--- config.mk ---
export PLATFORM = sky130hd
export DESIGN_NAME = lki_div
export DESIGN_NICKNAME = d
export VERILOG_FILES = /design/src/rtl/core/lki_pkg.sv /design/src/rtl/core/lki_div.sv
export SDC_FILE = /design/constraint.sdc
export NUM_CORES = 1
export LEC_CHECK = 0
export ABC_AREA = 1
export BUFFER_PORTS_ARGS = -buffer_cell sky130_fd_sc_hd__buf_2
export CAP_MARGIN = 20
export CORE_UTILIZATION = 35
export CTS_CLUSTER_DIAMETER = 150
export DETAILED_ROUTE_END_ITERATION = 10
export MAX_ROUTING_LAYER = met4
export SYNTH_ARGS = -nofsm -noshare
export SYNTH_HDL_FRONTEND = slang
export SYNTH_SLANG_ARGS = --single-unit
--- constraint.sdc ---
create_clock -name clk_i -period 2.1 [get_ports clk_i]
set_input_delay 0.42 -clock clk_i [delete_from_list [all_inputs] [get_ports clk_i]]
set_output_delay 0.42 -clock clk_i [all_outputs]
set_load 0.01 [all_outputs]
--- src/rtl/core/lki_pkg.sv ---
// lki_pkg: shared types and constants of the LED keyframe interpolator
// transaction structs, opcodes and the divider request/response structs
// no dependencies
package lki_pkg;

  localparam int unsigned TIME_W = 16;
  localparam int unsigned VAL_W  = 8;
  localparam int unsigned NUM_W  = VAL_W + TIME_W + 1;
  localparam int unsigned DIV_STEPS = VAL_W;

  localparam logic [1:0] OP_WRITE = 2'd0;
  localparam logic [1:0] OP_COUNT = 2'd1;
  localparam logic [1:0] OP_QUERY = 2'd2;

  typedef struct packed {
    logic [1:0]        opcode;
    logic [1:0]        group;
    logic [2:0]        led_in_group;
    logic              channel;
    logic [3:0]        step_index;
    logic [TIME_W-1:0] step_time;
    logic [VAL_W-1:0]  step_value;
    logic [4:0]        count;
    logic [TIME_W-1:0] progress;
  } in_t;

  typedef struct packed {
    logic [VAL_W-1:0] brightness;
    logic             empty_table;
  } out_t;

  typedef struct packed {
    logic              start;
    logic [NUM_W-1:0]  num;
    logic [TIME_W-1:0] den;
  } div_req_t;

  typedef struct packed {
    logic             done;
    logic [VAL_W-1:0] quot;
  } div_rsp_t;

endpackage

--- src/rtl/core/lki_div.sv ---
// lki_div: restoring divider, one quotient bit per cycle
// quotient is known to fit in VAL_W bits; depends on lki_pkg
module lki_div (
  input  logic              clk_i,
  input  logic              rst_ni,
  input  lki_pkg::div_req_t req_i,
  output lki_pkg::div_rsp_t rsp_o
);

  localparam int unsigned STEP_W = (lki_pkg::DIV_STEPS > 1) ? $clog2(lki_pkg::DIV_STEPS) : 1;

  logic                       busy_q;
  logic                       done_q;
  logic [STEP_W-1:0]          step_q;
  logic [lki_pkg::TIME_W-1:0] rem_q;
  logic [lki_pkg::TIME_W-1:0] den_q;
  logic [lki_pkg::VAL_W-1:0]  low_q;

  logic [lki_pkg::TIME_W:0]   trial;
  logic [lki_pkg::TIME_W:0]   diff;
  logic                       ge;

  assign trial = {rem_q, low_q[lki_pkg::VAL_W-1]};
  assign ge    = trial >= {1'b0, den_q};
  assign diff  = trial - {1'b0, den_q};

  always_ff @(posedge clk_i or negedge rst_ni) begin
    if (!rst_ni) begin
      busy_q <= 1'b0;
      done_q <= 1'b0;
      step_q <= '0;
      rem_q  <= '0;
      den_q  <= '0;
      low_q  <= '0;
    end else begin
      done_q <= !req_i.start && busy_q
                && (step_q == STEP_W'(lki_pkg::DIV_STEPS - 1));
      if (req_i.start) begin
        busy_q <= 1'b1;
        step_q <= '0;
        rem_q  <= req_i.num[lki_pkg::VAL_W +: lki_pkg::TIME_W];
        low_q  <= req_i.num[lki_pkg::VAL_W-1:0];
        den_q  <= req_i.den;
      end else if (busy_q) begin
        rem_q  <= ge ? diff[lki_pkg::TIME_W-1:0] : trial[lki_pkg::TIME_W-1:0];
        low_q  <= {low_q[lki_pkg::VAL_W-2:0], ge};
        step_q <= step_q + STEP_W'(1);
        if (step_q == STEP_W'(lki_pkg::DIV_STEPS - 1)) begin
          busy_q <= 1'b0;
        end
      end
    end
  end

  assign rsp_o.done = done_q;
  assign rsp_o.quot = low_q;

endmodule

# --- Yosys cells after proc, flatten, opt, wreduce, memory -nomap -nowiden ---
# Cells that the tools add are included.
classes:
  n_lt_le_gt_ge: 1
  addsub: 2
  reduce_logical: 4
  muxes: 10
  n_eq_ne: 1
op_table:
  columns: ["cell", "n"]
  rows:
  - ["two-way mux 16 bit", 3]
  - ["greater-or-equal comparator 17 x 16 -> 1 bit", 1]
  - ["two-way mux 8 bit", 2]
  - ["subtractor 16 bit", 1]
  - ["two-way mux 3 bit", 2]
  - ["adder 3 x 1 -> 3 bit, second input constant", 1]
  - ["== test 3 bit, second input constant", 1]
  - ["two-way mux 1 bit", 3]
  - ["logical AND 1 bit", 2]
  - ["nonzero test 2 bit", 1]
  - ["logical NOT 1 bit", 1]
word_totals:
  reg_bits: 45
  out_inout_bits: 9
  input_bits: 44
  elab_cells: 24

# --- Longest topological paths before layout ---
logic_depth:
  ltp_word: 4
  ltp_mapped: 15
  mapped_depth_nobuf: 15

# --- Least setup slack after synthesis ---
# Ideal clock, no wire load.
synth_timing:
  path_type: "reg-to-reg"
  from: "register low_q[7] in the netlist's numbering"
  to: "register rem_q[14] in the netlist's numbering"
  synth_period_minus_slack_ns: 1.821
  required_ns: 1.979
  setup_ns: 0.121
  path_buffers: 0
  path_stages_with_launch: 15
  setup_slack_ns: 0.279
  t_arrival_ns: 1.700
  path_cell_list: "dfrtp_1 inv_1 ha_1 inv_1 fa_1 nand2_1 nand2_1 nand3_1 nand2_1 nand2_1 nand3_1 nand2_1 nand2_1 nand3_1 nand2_1"
synth_via:
  elab_chain_len: 4
synth_rtl:
  columns: ["element", "line_no", "source"]
  rows:
  - ["start: declaration", "lki_div.sv:17", "logic [lki_pkg::VAL_W-1:0] low_q;"]
  - ["start signal: assignment", "lki_div.sv:42", "low_q <= req_i.num[lki_pkg::VAL_W-1:0];"]
  - ["start signal: assignment", "lki_div.sv:46", "low_q <= {low_q[lki_pkg::VAL_W-2:0], ge};"]
  - ["subtractor 16 bit or greater-or-equal comparator 17 x 16 -> 1 bit (tied branches)", "lki_div.sv:25, lki_div.sv:24", null]
  - ["two-way mux 16 bit *", "lki_div.sv:45", "rem_q <= ge ? diff[lki_pkg::TIME_W-1:0] : trial[lki_pkg::TIME_W-1:0];"]
  - ["two-way mux 16 bit *", "lki_div.sv:44", "end else if (busy_q) begin"]
  - ["two-way mux 16 bit *", "lki_div.sv:38", "if (req_i.start) begin"]
  - ["end signal: assignment", "lki_div.sv:41", "rem_q <= req_i.num[lki_pkg::VAL_W +: lki_pkg::TIME_W];"]
  - ["end signal: assignment", "lki_div.sv:45", null]
  - ["end: declaration", "lki_div.sv:15", "logic [lki_pkg::TIME_W-1:0] rem_q;"]
# Every way passes the cells marked *; elsewhere a longest branch is shown, timed or not. The select of a mux whose other input is x is not followed.
# A chain may end at the register's enable or synchronous reset.

# --- Worst setup path after layout ---
layout_timing:
  from: "register rem_q[11] in the netlist's numbering"
  to: "register rem_q[0] in the netlist's numbering"
layout_via:
  elab_chain_len: 4
layout_rtl:
  columns: ["element", "line_no", "source"]
  rows:
  - ["greater-or-equal comparator 17 x 16 -> 1 bit", "lki_div.sv:24", "assign ge = trial >= {1'b0, den_q};"]
  - ["two-way mux 16 bit", "lki_div.sv:45", null]
  - ["two-way mux 16 bit", "lki_div.sv:44", null]
  - ["two-way mux 16 bit", "lki_div.sv:38", null]
# No other way between the ends. The select of a mux whose other input is x is not followed.

==> impl_metrics.env <==
export IMPL_coreArea_um2=8640
export IMPL_fin_total_pwr_mw=4.63
export IMPL_ctsHoldBuffers=0
export IMPL_ys_ff_latch=45
export IMPL_num_antenna_cells=0
export IMPL_crit_cells=9
export IMPL_wl_per_cell_um=13.1
export IMPL_slew_viol_final=0
export IMPL_die_x_um=96.2
export IMPL_netlist_instances=437
export IMPL_rsz0062_at_grt="yes"
export IMPL_synth_nets=500
export IMPL_clockBufferDepth=2
export IMPL_clock_sinks=45
export IMPL_final_cells=605
export IMPL_nNetsFinal=559
export IMPL_cts_root_buf="clkbuf_8"
export IMPL_hp_class="input pin to async pin"
export IMPL_cts_tree="built"
export IMPL_crit_chain="ha_2 > nand2_1 > nor4_2 > nand2_2 > nand2_8 > buf_4 > nand2_1 > nand3_1 > nand2_1"
export IMPL_io_buffers=51
export IMPL_dp_cells=596
export IMPL_cap_violations=0
export IMPL_htreeDepth=2
export IMPL_place_gp_congestion=0.877
export IMPL_finish_instance_area_um2=3760
export IMPL_clk_pin_slew_ns=0.10
export IMPL_row_count=34
export IMPL_num_io_pins=53
export IMPL_startpoint_type="flop"
export IMPL_drive_above_1_share_pct=21.1
export IMPL_die_area_um2=9260
export IMPL_fp_dieH_um=96.2
export IMPL_final_hold_violation_count=0
export IMPL_ir_drop_uv=573
export IMPL_n_fill_cell=908
export IMPL_dp_hpwl_um=6020
export IMPL_ant_nets=0
export IMPL_synth_top_family_by_area="simple AND/OR/NAND/NOR gates"
export IMPL_fmax_mhz=513
export IMPL_grt_pass1_vias=2824
export IMPL_ys_seq_area_share_pct=36.2
export IMPL_ys_async_sr_fraction_pct=100
export IMPL_yosys_area_share_simple_pct=33.3
export IMPL_reg2reg_depth=9
export IMPL_start_util_pct=36.0
export IMPL_holdWs_ns=0.0653
export IMPL_post_route_drc_count=0
export IMPL_grt_pass1_wl_um=13200
export IMPL_path_class="flop to flop"
export IMPL_syn_area_per_cell_um2=7.11
export IMPL_dr_pass1_iters=4
export IMPL_yosys_area_share_xor_xnor_pct=1.69
export IMPL_yosys_warnings=0
export IMPL_synth_cell_types=33
export IMPL_end_kind="flop"
export IMPL_seq_area_um2=1130
export IMPL_critical_path_top_delay_family="simple AND/OR/NAND/NOR gates"
export IMPL_cellPowerDensity_nw_per_um2=1230
export IMPL_max_slew_margin_pct=65.7
export IMPL_finalWorstPathRequiredPeriod_ns=1.95
export IMPL_multi_input_area_um2=1770
export IMPL_synthAdderAreaFrac_pct=7.89
export IMPL_grt_usage_pct=19.0
export IMPL_synth_enable_flop_cells=0
export IMPL_critPathMaxStageDelay_ns=0.42
export IMPL_via_per_inst=4.90
export IMPL_wl_um=7930
export IMPL_fin_crit_sh_pct=92.8
export IMPL_final_setup_skew_ns=0.00426
export IMPL_drtIter0Drc=121
export IMPL_crit_buf_inv=1
export IMPL_cp_required_ns=2.30
export IMPL_cp_arrival_ns=2.15
export IMPL_cp_common_cell="nand2_1"
export IMPL_worst_slew_pin_slew_ns=0.515
export IMPL_grt_overflow_total=0
export IMPL_synth_ff_type="dfrtp_1"
export IMPL_crit_fanout=17
export IMPL_grt_antenna_before_repair=0
export IMPL_setup_violations=0
export IMPL_p_leak_nw=2.01
export IMPL_area_growth_pct=21.0
export IMPL_syn_area_um2=3110
export IMPL_status="complete, no violations"
export IMPL_tns_ns=0
export IMPL_vias=2966
export IMPL_dpl_cell_area_um2=3540
export IMPL_clk_latency_ns=0.30
export IMPL_cts_buffers=5
export IMPL_synth_compound_area_share_pct=10.0
export IMPL_slowest_stage="dfrtp_1"
export IMPL_grt_max_degree=55
export IMPL_muxShareOfSynthArea_pct=0.362
[per-stage QoR]
step                      util (%)  worst slack [ns]
after floorplan                  -             0.279
after global placement        41.0            0.0524
after detailed placement      41.0            0.0258
after CTS                     42.1            0.0239
after global routing          43.5           -0.0192
final                         43.5             0.151
[cell type report]
cell class / count / share of cell area (%)
sequential: 45 / 30.0
timing repair buffer: 66 / 10.2
clock buffer: 5 / 1.83
multi-input combinational: 310 / 47.1
clock inverter: 3 / 0.566
inverter: 68 / 6.79
tap: 108 / 3.59
[placed cells by master (no fill, tap or decap), types with 2 or more instances in the layout]
cell,Yosys,routed
a21oi_1,7,6
a22o_1,2,2
a22oi_1,16,16
buf_2,3,51
buf_4,2,13
clkbuf_8,0,5
dfrtp_1,45,45
ha_1,18,8
ha_2,0,4
ha_4,0,6
inv_1,66,65
inv_2,2,3
nand2_1,152,148
nand2_2,3,7
nand3_1,33,32
nand3b_1,14,14
nand4_1,4,4
nor2_1,19,19
nor2_2,3,3
o211ai_1,3,3
o21ai_0,18,18
o221ai_1,3,3
xnor2_1,4,4
xor2_1,2,2
[Yosys cell counts (2+ instances only)]
library cell	count	share of area [%]
a21oi_1	7	1.1
a22o_1	2	0.56
a22oi_1	16	3.9
buf_1	2	0.24
buf_2	3	0.48
buf_4	2	0.48
clkbuf_1	6	0.72
dfrtp_1	45	36
ha_1	18	7.2
inv_1	66	8.0
inv_2	2	0.24
nand2_1	152	18
nand2_2	3	0.60
nand3_1	33	5.3
nand3b_1	14	3.4
nand4_1	4	0.81
nor2_1	19	2.3
nor2_2	3	0.60
o211ai_1	3	0.72
o21ai_0	18	2.9
o221ai_1	3	0.85
xnor2_1	4	1.1
xor2_1	2	0.56
[timing repair]
action,CTS,global route
endpoints found under the setup margin,1,14
pin swaps,0,3
resized for setup,1,20
buffers inserted,0,1
[power breakdown]
part	leakage, nW	switching [mW]	internal, mW	total (mW)
combinational	1.43	1.65	1.15	2.80
sequential	0.542	0.190	1.07	1.26
clock	0.0445	0.334	0.237	0.572
total	2.01	2.18	2.45	4.63
[kinds of logic after synthesis]
logic type / Yosys count
compound gates: 49
flops: 45
xor+xnor: 6
fa+ha+maj: 19
mux: 1
buf+inv: 82
simple gates: 235
[flip-flops by register name, summed over array words and instances (netlist names)]
name    flops
step_q      3
rem_q      16
done_q      1
den_q      16
busy_q      1
low_q       8
[worst paths after layout]
| path | slack [ns] | endpoint | start |
|---|---|---|---|
| min in group clk_i | 0.32 | den_q[12] | req_i[12] |
| max in group asynchronous | 1.53 | rem_q[7] | rst_ni |
| min | 0.07 | rem_q[6] | rst_ni |
| min reg2reg | 0.52 | step_q[0] | step_q[0] |
| max | 0.15 | rem_q[0] | rem_q[11] |
| max reg2reg | 0.15 | rem_q[0] | rem_q[11] |
[metal layers]
metal,GRT usage (%),wire length (um),vias up
li1,-,-,1510
met3,2.61,367,4
met4,3.86,53,0
met5,-,0,-
met2,30.9,3650,57
met1,25.1,3860,1395
Power figures use the tool's default switching activity.
